<file path="src/design/srep_pkg.sv">
// Shared types and constants of the substring replace engine.
`default_nettype none

package srep_pkg;

   localparam int BYTE_W      = 8;
   localparam int MAX_RESULTS = 8;
   localparam int SEQ_W       = MAX_RESULTS * BYTE_W;
   localparam int LEN_W       = 4;
   localparam int COUNT_W     = 16;
   localparam int CSR_INDEX_W = 8;
   localparam int CSR_DATA_W  = 64;

   localparam logic [COUNT_W-1:0] COUNT_MAX   = '1;
   localparam logic [LEN_W-1:0]   REP_LEN_MAX = LEN_W'(MAX_RESULTS);

   typedef enum logic [CSR_INDEX_W-1:0] {
      REG_PATTERN_BYTES      = 8'd0,
      REG_PATTERN_LENGTH     = 8'd1,
      REG_REPLACEMENT_BYTES  = 8'd2,
      REG_REPLACEMENT_LENGTH = 8'd3
   } reg_index_type;

   // one item's worth of results, handed to the serializer
   typedef struct packed {
      logic [SEQ_W-1:0]   seq;    // first result in bits 7..0
      logic [LEN_W-1:0]   n;      // entries to send, 1..8
      logic               bare;   // single end marker without a byte
      logic               last;   // final entry closes the text
      logic [COUNT_W-1:0] count;  // replacement count for the closing entry
   } burst_type;

endpackage

`default_nettype wire

</file>
<file path="src/design/srep_if.sv">
// Channel interfaces of the substring replace engine.
`default_nettype none

interface srep_req_if;
   logic                       valid;
   logic                       ready;
   logic [srep_pkg::BYTE_W-1:0] in_byte;
   logic                       in_last;

   modport source (output valid, output in_byte, output in_last, input ready);
   modport sink   (input valid, input in_byte, input in_last, output ready);
endinterface

interface srep_rsp_if;
   logic                         valid;
   logic                         ready;
   logic [srep_pkg::BYTE_W-1:0]  out_byte;
   logic                         out_valid;
   logic                         out_last;
   logic [srep_pkg::COUNT_W-1:0] replace_count;

   modport source (output valid, output out_byte, output out_valid, output out_last,
                   output replace_count, input ready);
   modport sink   (input valid, input out_byte, input out_valid, input out_last,
                   input replace_count, output ready);
endinterface

interface srep_csr_if;
   logic                             valid;
   logic                             ready;
   logic [srep_pkg::CSR_INDEX_W-1:0] reg_index;
   logic [srep_pkg::CSR_DATA_W-1:0]  reg_data;

   modport source (output valid, output reg_index, output reg_data, input ready);
   modport sink   (input valid, input reg_index, input reg_data, output ready);
endinterface

`default_nettype wire

</file>
<file path="src/design/srep_cell.sv">
// One window cell: holds a text byte, compares it to its pattern byte, shifts left.
`default_nettype none

module srep_cell (
   input  wire logic                        clock,
   input  wire logic                        en,
   input  wire logic                        sel_new,
   input  wire logic                        shift,
   input  wire logic [srep_pkg::BYTE_W-1:0] new_byte,
   input  wire logic [srep_pkg::BYTE_W-1:0] right_byte,
   input  wire logic [srep_pkg::BYTE_W-1:0] pat_byte,
   output logic      [srep_pkg::BYTE_W-1:0] cur_byte,
   output logic                             hit
);
   import srep_pkg::*;

   logic [BYTE_W-1:0] byte_ff;
   logic [BYTE_W-1:0] byte_in;

   // window content with the incoming byte placed
   assign cur_byte = sel_new ? new_byte : byte_ff;
   assign hit      = (cur_byte == pat_byte);
   assign byte_in  = shift ? right_byte : cur_byte;

   always_ff @(posedge clock) begin
      if (en) begin
         byte_ff <= byte_in;
      end
   end

endmodule

`default_nettype wire

</file>
<file path="src/design/srep_burst.sv">
// Result serializer: sends one item's results a word per ready cycle via an output register.
`default_nettype none

module srep_burst (
   input  wire logic                clock,
   input  wire logic                reset,
   input  wire logic                load_valid,
   input  wire srep_pkg::burst_type load,
   output logic                     can_load,
   srep_rsp_if.source               rsp_bus
);
   import srep_pkg::*;

   logic [SEQ_W-1:0]   seq_ff,   seq_in;
   logic [LEN_W-1:0]   rem_ff,   rem_in;
   logic               bare_ff,  bare_in;
   logic               last_ff,  last_in;
   logic [COUNT_W-1:0] count_ff, count_in;

   logic               rsp_valid_ff,   rsp_valid_in;
   logic [BYTE_W-1:0]  out_byte_ff,    out_byte_in;
   logic               out_valid_ff,   out_valid_in;
   logic               out_last_ff,    out_last_in;
   logic [COUNT_W-1:0] rsp_count_ff,   rsp_count_in;

   logic emit;
   logic final_entry;

   assign emit        = (rem_ff != '0) && (!rsp_valid_ff || rsp_bus.ready);
   assign final_entry = (rem_ff == LEN_W'(1));
   assign can_load    = (rem_ff == '0) || (emit && final_entry);

   always_comb begin
      seq_in   = seq_ff;
      rem_in   = rem_ff;
      bare_in  = bare_ff;
      last_in  = last_ff;
      count_in = count_ff;
      if (load_valid) begin
         seq_in   = load.seq;
         rem_in   = load.n;
         bare_in  = load.bare;
         last_in  = load.last;
         count_in = load.count;
      end else if (emit) begin
         seq_in = seq_ff >> BYTE_W;
         rem_in = rem_ff - LEN_W'(1);
      end
   end

   always_comb begin
      rsp_valid_in = rsp_valid_ff;
      out_byte_in  = out_byte_ff;
      out_valid_in = out_valid_ff;
      out_last_in  = out_last_ff;
      rsp_count_in = rsp_count_ff;
      if (emit) begin
         rsp_valid_in = 1'b1;
         out_byte_in  = bare_ff ? '0 : seq_ff[BYTE_W-1:0];
         out_valid_in = !bare_ff;
         out_last_in  = last_ff && final_entry;
         rsp_count_in = (last_ff && final_entry) ? count_ff : '0;
      end else if (rsp_bus.ready) begin
         rsp_valid_in = 1'b0;
      end
   end

   always_ff @(posedge clock) begin
      if (reset) begin
         rem_ff       <= '0;
         rsp_valid_ff <= 1'b0;
      end else begin
         rem_ff       <= rem_in;
         rsp_valid_ff <= rsp_valid_in;
      end
   end

   always_ff @(posedge clock) begin
      seq_ff       <= seq_in;
      bare_ff      <= bare_in;
      last_ff      <= last_in;
      count_ff     <= count_in;
      out_byte_ff  <= out_byte_in;
      out_valid_ff <= out_valid_in;
      out_last_ff  <= out_last_in;
      rsp_count_ff <= rsp_count_in;
   end

   assign rsp_bus.valid         = rsp_valid_ff;
   assign rsp_bus.out_byte      = out_byte_ff;
   assign rsp_bus.out_valid     = out_valid_ff;
   assign rsp_bus.out_last      = out_last_ff;
   assign rsp_bus.replace_count = rsp_count_ff;

`ifndef SYNTH
   a_rem_range: assert property (@(posedge clock) disable iff (reset)
      rem_ff <= REP_LEN_MAX)
      else $error("serializer holds more entries than one item can make");

   a_load_free: assert property (@(posedge clock) disable iff (reset)
      load_valid |-> can_load)
      else $error("results loaded over a pending burst");

   a_bare_closes: assert property (@(posedge clock) disable iff (reset)
      (rsp_valid_ff && !out_valid_ff) |-> out_last_ff)
      else $error("bare end marker without last flag");
`endif

endmodule

`default_nettype wire

</file>
<file path="src/design/substring_replace_engine.sv">
// Top level of the streaming substring replace engine.
// Channels: req_bus takes one text byte per word, in_last marks the final byte
// of a text. rsp_bus gives result words: out_byte with out_valid, out_last on
// the final word of a text, replace_count (saturating at 65535) with out_last.
// csr_bus writes the pattern, its length, the replacement and its length; a
// pattern length write clears the window. csr_bus is always ready.
// The window is a row of cells, one byte each; the incoming byte is compared
// against the pattern in all cells in the cycle it is accepted.
// The first result of a byte goes through the serializer's item register, then its output register.
// Throughput: one byte per cycle while each byte yields at most one result.
// A match or an end of text can yield up to 8 results; the serializer sends
// one per cycle and req_bus.ready stays low until its last one goes out.
// A stalled rsp_bus holds the output register; one further burst waits
// behind it before req_bus.ready drops.
// Reset empties the window, the count and the serializer, and sets the
// pattern length to 1 and the replacement length to 0.
`default_nettype none

module substring_replace_engine #(
   parameter int MAX_PATTERN = 8
) (
   input  wire logic  clock,
   input  wire logic  reset,
   srep_req_if.sink   req_bus,
   srep_rsp_if.source rsp_bus,
   srep_csr_if.sink   csr_bus
);
   import srep_pkg::*;

   localparam int WIN    = (MAX_PATTERN < MAX_RESULTS) ? MAX_PATTERN : MAX_RESULTS;
   localparam int FILL_W = $clog2(WIN + 1);

   logic [SEQ_W-1:0]   pattern_bytes_ff,      pattern_bytes_in;
   logic [LEN_W-1:0]   pattern_length_ff,     pattern_length_in;
   logic [SEQ_W-1:0]   replacement_bytes_ff,  replacement_bytes_in;
   logic [LEN_W-1:0]   replacement_length_ff, replacement_length_in;
   logic [FILL_W-1:0]  fill_ff,               fill_in;
   logic [COUNT_W-1:0] match_total_ff,        match_total_in;

   logic               accept;
   logic               csr_write;
   logic               can_load;
   logic [LEN_W-1:0]   eff_len;
   logic [LEN_W-1:0]   rep_len;
   logic [LEN_W-1:0]   fill_w;
   logic [LEN_W-1:0]   fill_eff;
   logic [LEN_W-1:0]   new_fill;
   logic               full;
   logic               matched;
   logic               shift;
   logic [LEN_W-1:0]   res_n;
   logic [COUNT_W-1:0] total_step;
   logic [SEQ_W-1:0]   win_seq;
   logic               load_valid;
   burst_type          load;

   logic [BYTE_W-1:0]  cur_bytes [WIN];
   logic [WIN-1:0]     hits;
   logic [WIN-1:0]     len_mask;

   assign accept    = req_bus.valid && req_bus.ready;
   assign csr_write = csr_bus.valid && csr_bus.ready;
   assign csr_bus.ready = 1'b1;

   // configuration registers
   always_comb begin
      pattern_bytes_in      = pattern_bytes_ff;
      pattern_length_in     = pattern_length_ff;
      replacement_bytes_in  = replacement_bytes_ff;
      replacement_length_in = replacement_length_ff;
      if (csr_write) begin
         case (csr_bus.reg_index)
            REG_PATTERN_BYTES:      pattern_bytes_in      = csr_bus.reg_data;
            REG_PATTERN_LENGTH:     pattern_length_in     = csr_bus.reg_data[LEN_W-1:0];
            REG_REPLACEMENT_BYTES:  replacement_bytes_in  = csr_bus.reg_data;
            REG_REPLACEMENT_LENGTH: replacement_length_in = csr_bus.reg_data[LEN_W-1:0];
            default: ;
         endcase
      end
   end

   always_comb begin
      if (pattern_length_ff == '0) begin
         eff_len = LEN_W'(1);
      end else if (pattern_length_ff > LEN_W'(WIN)) begin
         eff_len = LEN_W'(WIN);
      end else begin
         eff_len = pattern_length_ff;
      end
      rep_len = (replacement_length_ff > REP_LEN_MAX) ? REP_LEN_MAX : replacement_length_ff;
   end

   assign fill_w   = LEN_W'(fill_ff);
   assign fill_eff = (fill_w >= eff_len) ? (eff_len - LEN_W'(1)) : fill_w;
   assign new_fill = fill_eff + LEN_W'(1);
   assign full     = (new_fill == eff_len);
   assign matched  = full && (&(hits | ~len_mask));
   assign shift    = full && !matched;

   // window cells
   for (genvar i = 0; i < WIN; i++) begin : g_cell
      logic [BYTE_W-1:0] right_byte;
      if (i == WIN - 1) begin : g_end
         assign right_byte = '0;
      end else begin : g_mid
         assign right_byte = cur_bytes[i+1];
      end
      assign len_mask[i] = (LEN_W'(i) < eff_len);

      srep_cell u_cell (
         .clock      (clock),
         .en         (accept),
         .sel_new    (fill_eff == LEN_W'(i)),
         .shift      (shift),
         .new_byte   (req_bus.in_byte),
         .right_byte (right_byte),
         .pat_byte   (pattern_bytes_ff[i*BYTE_W +: BYTE_W]),
         .cur_byte   (cur_bytes[i]),
         .hit        (hits[i])
      );
   end

   always_comb begin
      win_seq = '0;
      for (int i = 0; i < WIN; i++) begin
         win_seq[i*BYTE_W +: BYTE_W] = cur_bytes[i];
      end
   end

   // on a miss the window bytes go out oldest first: one if full, all on the last byte
   always_comb begin
      if (matched) begin
         res_n = rep_len;
      end else if (req_bus.in_last) begin
         res_n = new_fill;
      end else if (full) begin
         res_n = LEN_W'(1);
      end else begin
         res_n = '0;
      end
   end

   assign total_step = (matched && (match_total_ff != COUNT_MAX)) ?
                       (match_total_ff + COUNT_W'(1)) : match_total_ff;

   always_comb begin
      fill_in        = fill_ff;
      match_total_in = match_total_ff;
      if (csr_write && (csr_bus.reg_index == REG_PATTERN_LENGTH)) begin
         fill_in = '0;
      end else if (accept) begin
         if (req_bus.in_last || matched) begin
            fill_in = '0;
         end else if (shift) begin
            fill_in = FILL_W'(fill_eff);
         end else begin
            fill_in = FILL_W'(new_fill);
         end
      end
      if (accept) begin
         match_total_in = req_bus.in_last ? '0 : total_step;
      end
   end

   assign load_valid = accept && ((res_n != '0) || req_bus.in_last);
   assign load.seq   = matched ? replacement_bytes_ff : win_seq;
   assign load.n     = (res_n == '0) ? LEN_W'(1) : res_n;
   assign load.bare  = (res_n == '0);
   assign load.last  = req_bus.in_last;
   assign load.count = total_step;

   assign req_bus.ready = can_load;

   srep_burst u_burst (
      .clock      (clock),
      .reset      (reset),
      .load_valid (load_valid),
      .load       (load),
      .can_load   (can_load),
      .rsp_bus    (rsp_bus)
   );

   always_ff @(posedge clock) begin
      if (reset) begin
         pattern_bytes_ff      <= '0;
         pattern_length_ff     <= LEN_W'(1);
         replacement_bytes_ff  <= '0;
         replacement_length_ff <= '0;
         fill_ff               <= '0;
         match_total_ff        <= '0;
      end else begin
         pattern_bytes_ff      <= pattern_bytes_in;
         pattern_length_ff     <= pattern_length_in;
         replacement_bytes_ff  <= replacement_bytes_in;
         replacement_length_ff <= replacement_length_in;
         fill_ff               <= fill_in;
         match_total_ff        <= match_total_in;
      end
   end

`ifndef SYNTH
   a_fill_below_len: assert property (@(posedge clock) disable iff (reset)
      LEN_W'(fill_ff) < eff_len)
      else $error("window holds a full pattern between words");

   a_last_clears: assert property (@(posedge clock) disable iff (reset)
      (accept && req_bus.in_last) |=> (fill_ff == '0) && (match_total_ff == '0))
      else $error("state not cleared after end of text");

   a_match_clears: assert property (@(posedge clock) disable iff (reset)
      (accept && matched) |=> (fill_ff == '0))
      else $error("window not emptied after a match");
`endif

endmodule

`default_nettype wire

</file>
<file path="src/flat_wrapper.sv">
// flat-port wrapper written by rule: the top's interface ports become plain ports
module substring_replace_engine_flat import srep_pkg::*;
#(
   parameter int MAX_PATTERN = 8
)
  (clock, reset, req_bus_valid, req_bus_in_byte, req_bus_in_last, req_bus_ready, rsp_bus_valid, rsp_bus_out_byte, rsp_bus_out_valid, rsp_bus_out_last, rsp_bus_replace_count, rsp_bus_ready, csr_bus_valid, csr_bus_reg_index, csr_bus_reg_data, csr_bus_ready);
  srep_req_if req_bus_i ();
  srep_rsp_if rsp_bus_i ();
  srep_csr_if csr_bus_i ();
  input  wire logic clock;
  input  wire logic reset;
  input wire logic [$bits(req_bus_i.valid)-1:0] req_bus_valid;
  input wire logic [$bits(req_bus_i.in_byte)-1:0] req_bus_in_byte;
  input wire logic [$bits(req_bus_i.in_last)-1:0] req_bus_in_last;
  output wire logic [$bits(req_bus_i.ready)-1:0] req_bus_ready;
  output wire logic [$bits(rsp_bus_i.valid)-1:0] rsp_bus_valid;
  output wire logic [$bits(rsp_bus_i.out_byte)-1:0] rsp_bus_out_byte;
  output wire logic [$bits(rsp_bus_i.out_valid)-1:0] rsp_bus_out_valid;
  output wire logic [$bits(rsp_bus_i.out_last)-1:0] rsp_bus_out_last;
  output wire logic [$bits(rsp_bus_i.replace_count)-1:0] rsp_bus_replace_count;
  input wire logic [$bits(rsp_bus_i.ready)-1:0] rsp_bus_ready;
  input wire logic [$bits(csr_bus_i.valid)-1:0] csr_bus_valid;
  input wire logic [$bits(csr_bus_i.reg_index)-1:0] csr_bus_reg_index;
  input wire logic [$bits(csr_bus_i.reg_data)-1:0] csr_bus_reg_data;
  output wire logic [$bits(csr_bus_i.ready)-1:0] csr_bus_ready;
  assign req_bus_i.valid = req_bus_valid;
  assign req_bus_i.in_byte = req_bus_in_byte;
  assign req_bus_i.in_last = req_bus_in_last;
  assign req_bus_ready = req_bus_i.ready;
  assign rsp_bus_valid = rsp_bus_i.valid;
  assign rsp_bus_out_byte = rsp_bus_i.out_byte;
  assign rsp_bus_out_valid = rsp_bus_i.out_valid;
  assign rsp_bus_out_last = rsp_bus_i.out_last;
  assign rsp_bus_replace_count = rsp_bus_i.replace_count;
  assign rsp_bus_i.ready = rsp_bus_ready;
  assign csr_bus_i.valid = csr_bus_valid;
  assign csr_bus_i.reg_index = csr_bus_reg_index;
  assign csr_bus_i.reg_data = csr_bus_reg_data;
  assign csr_bus_ready = csr_bus_i.ready;
  substring_replace_engine #(.MAX_PATTERN(MAX_PATTERN)) u_core (.clock(clock), .reset(reset), .req_bus(req_bus_i), .rsp_bus(rsp_bus_i), .csr_bus(csr_bus_i));
endmodule
</file>
<file path="config.mk">
export PLATFORM = sky130hd
export DESIGN_NAME = substring_replace_engine_flat
export DESIGN_NICKNAME = d
export VERILOG_FILES = /design/src/design/srep_pkg.sv /design/src/design/srep_if.sv /design/src/design/srep_cell.sv /design/src/design/srep_burst.sv /design/src/design/substring_replace_engine.sv /design/src/flat_wrapper.sv
export SDC_FILE = /design/constraint.sdc
export NUM_CORES = 1
export LEC_CHECK = 0
export BUFFER_PORTS_ARGS = -buffer_cell sky130_fd_sc_hd__buf_2
export CORE_UTILIZATION = 55
export CTS_BUF_LIST = sky130_fd_sc_hd__clkbuf_8
export CTS_CLUSTER_DIAMETER = 40
export CTS_CLUSTER_SIZE = 8
export DETAILED_ROUTE_END_ITERATION = 16
export PLACE_DENSITY_LB_ADDON = 0.3
export SLEW_MARGIN = 20
export SYNTH_ARGS = -nofsm -noshare
export SYNTH_HDL_FRONTEND = slang
export SYNTH_SLANG_ARGS = --single-unit
</file>
<file path="constraint.sdc">
create_clock -name clock -period 8.3 [get_ports clock]
set_input_delay 2.49 -clock clock [delete_from_list [all_inputs] [get_ports clock]]
set_output_delay 2.49 -clock clock [all_outputs]
set_load 0.05 [all_outputs]
</file>
# == Word-level counts from Yosys, hierarchy flattened ==
# Index checks and enable logic that the tools add are counted.
# word_totals
ff_bits,333
in_bits,86
word_cells,127
# classes
n_addsub,4
n_lt_le_gt_ge,11
eq_ne,21
muxes,34
n_bitwise,2
reduce_logical,31
# ops
operator,count
2-to-1 mux 64 bit,3
2-to-1 mux 8 bit,15
== test 8 bit,8
2-to-1 mux 4 bit,11
2-to-1 mux 16 bit,2
adder 16 x 1 -> 16 bit (second input constant),1
== test 4 x 3 -> 1 bit (second input constant),4
== test 8 x 2 -> 1 bit (second input constant),2
zero test 4 bit,4
less-than comparator 3 x 4 -> 1 bit (first input constant),4
inequality test 16 bit (second input constant),1
logical AND 1 bit,9
== test 4 x 1 -> 1 bit (second input constant),2
== test 4 x 2 -> 1 bit (second input constant),2
== test 8 x 1 -> 1 bit (second input constant),1
greater-than comparator 4 bit (second input constant),2
zero test 8 bit,1
less-than comparator 1 x 4 -> 1 bit (first input constant),2
less-than comparator 2 x 4 -> 1 bit (first input constant),2
inverter 8 bit,1
OR 8 bit,1
AND reduction 2 bit,4
AND reduction 8 bit,1
nonzero test 4 bit,2
9 further kinds,18

# == Logic depth before layout (Yosys ltp) ==
# logic_depth
ltp_word,16
depth_mapped,27
depth_no_buf,22

# == Cells and area by module ==
# A second synthesis with hierarchy kept.
# unflattened
hier_cells,1656
area_unflattened_um2,16632.2
# modules_own_cells
module,n_inst,cells_per_inst,area_per_inst_um2,seq_area_each_um2
substring_replace_engine,1,1112,7652.3,3123.0
srep_burst,1,248,4505.6,3343.2
srep_cell,8,37,559.3,240.2

# == Worst setup path after synthesis ==
# No wires, ideal clock.
# synth_path
path_kind,input-to-reg
startpoint,input req_bus_in_byte[1]
endpoint,register u_core.u_burst.seq_ff[0] (enable)
setup_ns,0.547
arrival_time_ns,6.556
required_ns,7.753
setup_slack_ns,1.197
stages,13
path_buffers,3
path_cell_list,clkbuf_1 xor2_1 nor4_1 nand3_1 or3_1 a311o_1 a2111o_1 or3_1 or4_4 and2_1 buf_4 buf_6 or2_1
# synth_between
elab_chain_cells,10
word_cells_on_any_way,24
classes_between,8 x eq/ne; 9 x mux; 1 x bitwise; 6 x reduce/logical
# synth_rtl
element,line,rtl
from (decl),flat_wrapper.sv:13,input wire logic [$bits(req_bus_i.in_byte)-1:0] req_bus_in_byte;
2-to-1 mux 8 bit,srep_cell.sv:21,assign cur_byte = sel_new ? new_byte : byte_ff;
== test 8 bit,srep_cell.sv:22,assign hit = (cur_byte == pat_byte);
OR 8 bit (*),substring_replace_engine.sv:97,assign matched = full && (&(hits | ~len_mask));
AND reduction 8 bit (*),substring_replace_engine.sv:97,
logical AND 1 bit (*),substring_replace_engine.sv:97,
2-to-1 mux 4 bit (*),substring_replace_engine.sv:132,if (matched) begin
nonzero test 4 bit (*),substring_replace_engine.sv:165,assign load_valid = accept && ((res_n != '0) || req_bus.in_last);
logical OR 1 bit (*),substring_replace_engine.sv:165,
logical AND 1 bit (*),substring_replace_engine.sv:165,
nonzero test 2 bit (no source line) (*),-,
to (signal assigned),srep_burst.sv:79,seq_ff <= seq_in;
to (decl),srep_burst.sv:14,"logic [SEQ_W-1:0] seq_ff, seq_in;"
# Mark *: on every way between the ends. The rest lies on a longest branch, timed or not.
# A chain may end at the register's enable or synchronous reset.

# == Worst setup path in the final report ==
# layout_path
startpoint,register u_core.pattern_length_ff[2]
endpoint,"register u_core.u_burst.seq_ff[35], data pin"
# layout_between
elab_chain_cells,16
word_cells_on_any_way,53
classes_between,2 x add/sub; 10 x order compare; 16 x eq/ne; 16 x mux; 2 x bitwise; 7 x reduce/logical
# layout_rtl
element,line,rtl
from (decl),substring_replace_engine.sv:34,"logic [LEN_W-1:0] pattern_length_ff, pattern_length_in;"
from (signal assigned),substring_replace_engine.sv:193,pattern_length_ff <= pattern_length_in;
greater-than comparator 4 bit,substring_replace_engine.sv:85,end else if (pattern_length_ff > LEN_W'(WIN)) begin
2-to-1 mux 4 bit,substring_replace_engine.sv:85,
2-to-1 mux 4 bit (*),substring_replace_engine.sv:83,if (pattern_length_ff == '0) begin
subtractor 4 x 1 -> 4 bit or >= comparator 4 bit (tied branches),substring_replace_engine.sv:94,assign fill_eff = (fill_w >= eff_len) ? (eff_len - LEN_W'(1)) : fill_w;
2-to-1 mux 4 bit,substring_replace_engine.sv:94,
== test 4 x 1 -> 1 bit (tied with other cells),substring_replace_engine.sv:113,".sel_new (fill_eff == LEN_W'(i)),"
2-to-1 mux 8 bit,srep_cell.sv:21,
== test 8 bit,srep_cell.sv:22,
OR 8 bit,substring_replace_engine.sv:97,
AND reduction 8 bit,substring_replace_engine.sv:97,
logical AND 1 bit,substring_replace_engine.sv:97,
2-to-1 mux 4 bit,substring_replace_engine.sv:132,
nonzero test 4 bit,substring_replace_engine.sv:165,
logical OR 1 bit,substring_replace_engine.sv:165,
logical AND 1 bit,substring_replace_engine.sv:165,
2-to-1 mux 64 bit (*),srep_burst.sv:39,if (load_valid) begin
via u_core.u_burst.seq_in[35],srep_burst.sv:14,
# Mark *: on every way through the listed nets, which the timed path passes. The rest lies on a longest branch.

==> run_results.csv <==
group,metric,value,unit
run,cap_viol_max_count,0,
timing,finalClockSkew,23.7,ps
floorplanning,pin_count,115,
route,firstDrtPassIters,8,
global_route,grt_max_degree,92,
cts,cts_hold_buffers,0,
final_layout,area_delta_synth_final,11.0,%
timing,period_needed,7700,ps
global_route,antenna_found_initial,0,
floorplanning,core,0.0307,sq mm
global_route,grt_pass1_vias,13500,
worst_setup_path,cp_max_fo,55,
hold_path,hp-class,"reg -> reg",
cts,cts-htree-levels,2,
timing,setup_viol,0,
synthesis,ys_async_sr_fraction,0,%
worst_setup_path,rr_startpoint,"u_core.pattern_length_ff[2]",
global_route,track_usage,31.0,%
synthesis,synth-seq-cells,333,
route,vias,14300,
synthesis,ys_seq_area_share,48.9,%
cts,cts.sinks,333,
timing,min_period_over_period,92.8,%
synthesis,yosysWarnings,0,
cts,root_buffer,"clkbuf_8",
worst_setup_path,cp-startpoint,"u_core.pattern_length_ff[2]",
place,dp_hpwl,33600,um
floorplanning,die_area,0.0319,sq mm
final_layout,final_cell_mix,"nand2_1, a21oi_1, edfxtp_1, dfxtp_1, buf_2",
power_and_ir_drop,finalPower,5.34,mW
final_layout,layout_commonest_cell,"nand2_1",
power_and_ir_drop,power_leakage,7.24,nW
route,drt_iter0_markers,1263,
route,routedWlPerCell,20.9,um
worst_setup_path,end_kind,"flip-flop",
final_layout,drive_gt1_share,12.6,%
synthesis,syn-cell-area,0.0172,sq mm
floorplanning,rows,64,
synthesis,yosys.area.top_type,"edfxtp_1",
synthesis,synth-edff-count,172,
synthesis,synth_cell_types,78,
worst_setup_path,arrival,8040,ps
floorplanning,die_x,179,um
cts,clockBufferDepth,3,
final_layout,fin_nets,2012,
synthesis,ys_top_cells_by_area,"edfxtp_1, dfxtp_1, nand2_1",
route,ant_nets,0,
place,gp_congestion,0.995,
timing,slew_viol_final,0,
timing,timing.setup.tns,0,ps
cts,clk_pin_slew_worst_paths,70,ps
worst_setup_path,critPathKind,"reg -> reg",
timing,finalHoldViolations,0,
global_route,overflow,0,
cts,numCtsBuffers,53,
status,outcome,"finished, final reports clean",
synthesis,synth_cells,1837,
cts,cts_tree,"built",
hold_path,min_from,"u_core.replacement_bytes_ff[0]",
timing,rsz0062_at_grt,"false",
global_route,grt_pass1_wl,75900,um
synthesis,syn-num-nets,1938,
final_layout,insertedDiodeCount,0,
cts,cts_post_setup_buffers_inserted,0,
synthesis,synth_top_area_share,30.1,%
synthesis,avgSynthCellArea,9.34,sq um
synthesis,ys.flop_type,"edfxtp_1",
route,wl,49100,um
timing,max-slew-margin-rel,30.0,%
final_layout,fill_cells,2587,
timing,worst_pin_slew,1050,ps
route,vias_per_cell,6.09,
floorplanning,dieHeight,179,um
worst_setup_path,start_kind,"flip-flop",
worst_setup_path,worstPathRequired,8640,ps
floorplanning,start_util,56.0,%
power_and_ir_drop,irDropWorstVdd,0.000172,V
cts,clkLatencyLatePin,600,ps
power_and_ir_drop,power_density,280,mW/mm^2
timing,fmax,0.130,GHz
cts,cts_resized,0,
place,io_buffers,113,
route,drc,0,
layout make-up:
cell class,instances,area [sq um],share of cell area (%)
clock buffers,57,785,4.12
flip-flops and latches,333,8390,44.0
inverters,54,203,1.06
repair buffers,142,798,4.19
well taps,396,495,2.60
multi-input cells,1327,8090,42.4
clock inverters,40,299,1.57
worst paths after layout:
kind	endpoint	cells after the start	slack, ps
min	u_core.replacement_bytes_ff[0]	2	450
max reg2reg	u_core.u_burst.seq_ff[35]	21	600
min reg2reg	u_core.replacement_bytes_ff[0]	2	450
max	u_core.u_burst.seq_ff[35]	21	600
cell usage after synthesis (6+ instances only):
cell and n:
mux2i_1 85, o211a_1 10, a22oi_1 7, o211ai_1 12, buf_1 7, nand3_1 68
nor4_1 14, nor2_1 111, nand4_1 30, nor2b_1 17, or4_1 11, xor2_1 44
o21ai_0 65, ha_1 15, xnor2_1 55, inv_1 48, nand2_1 321, and2_1 27
a21oi_1 215, a311oi_1 7, mux2_2 7, and3_1 12, edfxtp_1 172, buf_6 8
nor3_1 17, clkbuf_1 102, mux2_1 54, o21ai_1 6, dfxtp_1 161, o22ai_1 10
a31oi_1 13
metal layers:
metal | part of all wire, % | vias to the layer above | wire length [um] | GRT usage, %
li1 | - | 6683 | - | -
met4 | 3.2 | 0 | 1590 | 11.1
met2 | 47 | 647 | 22900 | 50.0
met3 | 7.4 | 113 | 3620 | 4.22
met1 | 43 | 6873 | 21000 | 42.6
met5 | 0 | - | 0 | 0
worst max-delay path, stage by stage (launching register included):
cell	delay, ps
dfxtp_1	500
and2b_1	430
inv_1	90
ha_1	220
nor3_1	190
o21a_1	470
nor2_1	310
o21ai_0	590
inv_1	160
ha_1	300
nand2b_1	90
mux2_2	270
nor4_1	70
a311oi_1	570
xnor2_1	120
nor4_1	430
o21ai_0	280
or3_1	530
or4_4	560
and2_4	300
buf_4	380
mux2_1	450
state kept, by name, summed over array words and instances, names as in the netlist:
name and flops:
u_core.g_cell.u_cell.byte_ff 64, u_core.pattern_bytes_ff 64, u_core.replacement_bytes_ff 64, u_core.u_burst.seq_ff 64, u_core.match_total_ff 16, u_core.u_burst.count_ff 16
u_core.u_burst.rsp_bus.replace_count 16, u_core.u_burst.rsp_bus.out_byte 8, u_core.fill_ff 4, u_core.pattern_length_ff 4, u_core.replacement_length_ff 4, u_core.u_burst.rem_ff 4
u_core.u_burst.bare_ff 1, u_core.u_burst.last_ff 1, u_core.u_burst.rsp_bus.out_last 1, u_core.u_burst.rsp_bus.out_valid 1, u_core.u_burst.rsp_bus.valid 1
power breakdown:
group	switching, mW	leakage [nW]	internal, mW	total, mW
clock	0.656	0.650	0.788	1.44
combinational	0.986	3.60	0.429	1.42
sequential	0.172	2.99	2.30	2.48
total	1.81	7.24	3.52	5.34
metrics by stage:
stage | instance area (sq um) | utilization [%] | std cells | hold WS [ps] | worst slack, ps
after floorplan | 17200 | - | 1837 | 434 | 1200
after global placement | 18000 | 58.6 | 2252 | 442 | 944
after detailed placement | 18000 | 58.6 | 2252 | 448 | 698
after CTS | 19000 | 62.1 | 2349 | 456 | 674
after global routing | 19100 | 62.1 | 2349 | 475 | 43.3
final | 19100 | 62.1 | 2349 | 455 | 601
logic make-up (layout without fill, tap and decap cells):
kind of cell | count (synthesis) | count (layout) | synth area share, %
simple gates | 660 | 660 | 17.5
compound gates | 405 | 405 | 14.0
flops | 333 | 333 | 48.9
buf+inv | 177 | 293 | 4.31
mux | 146 | 146 | 8.96
xor+xnor | 100 | 100 | 5.18
fa+ha+maj | 15 | 15 | 1.09
other cells | 1 | 1 | 0.0219
Power figures use the tool's default switching activity.
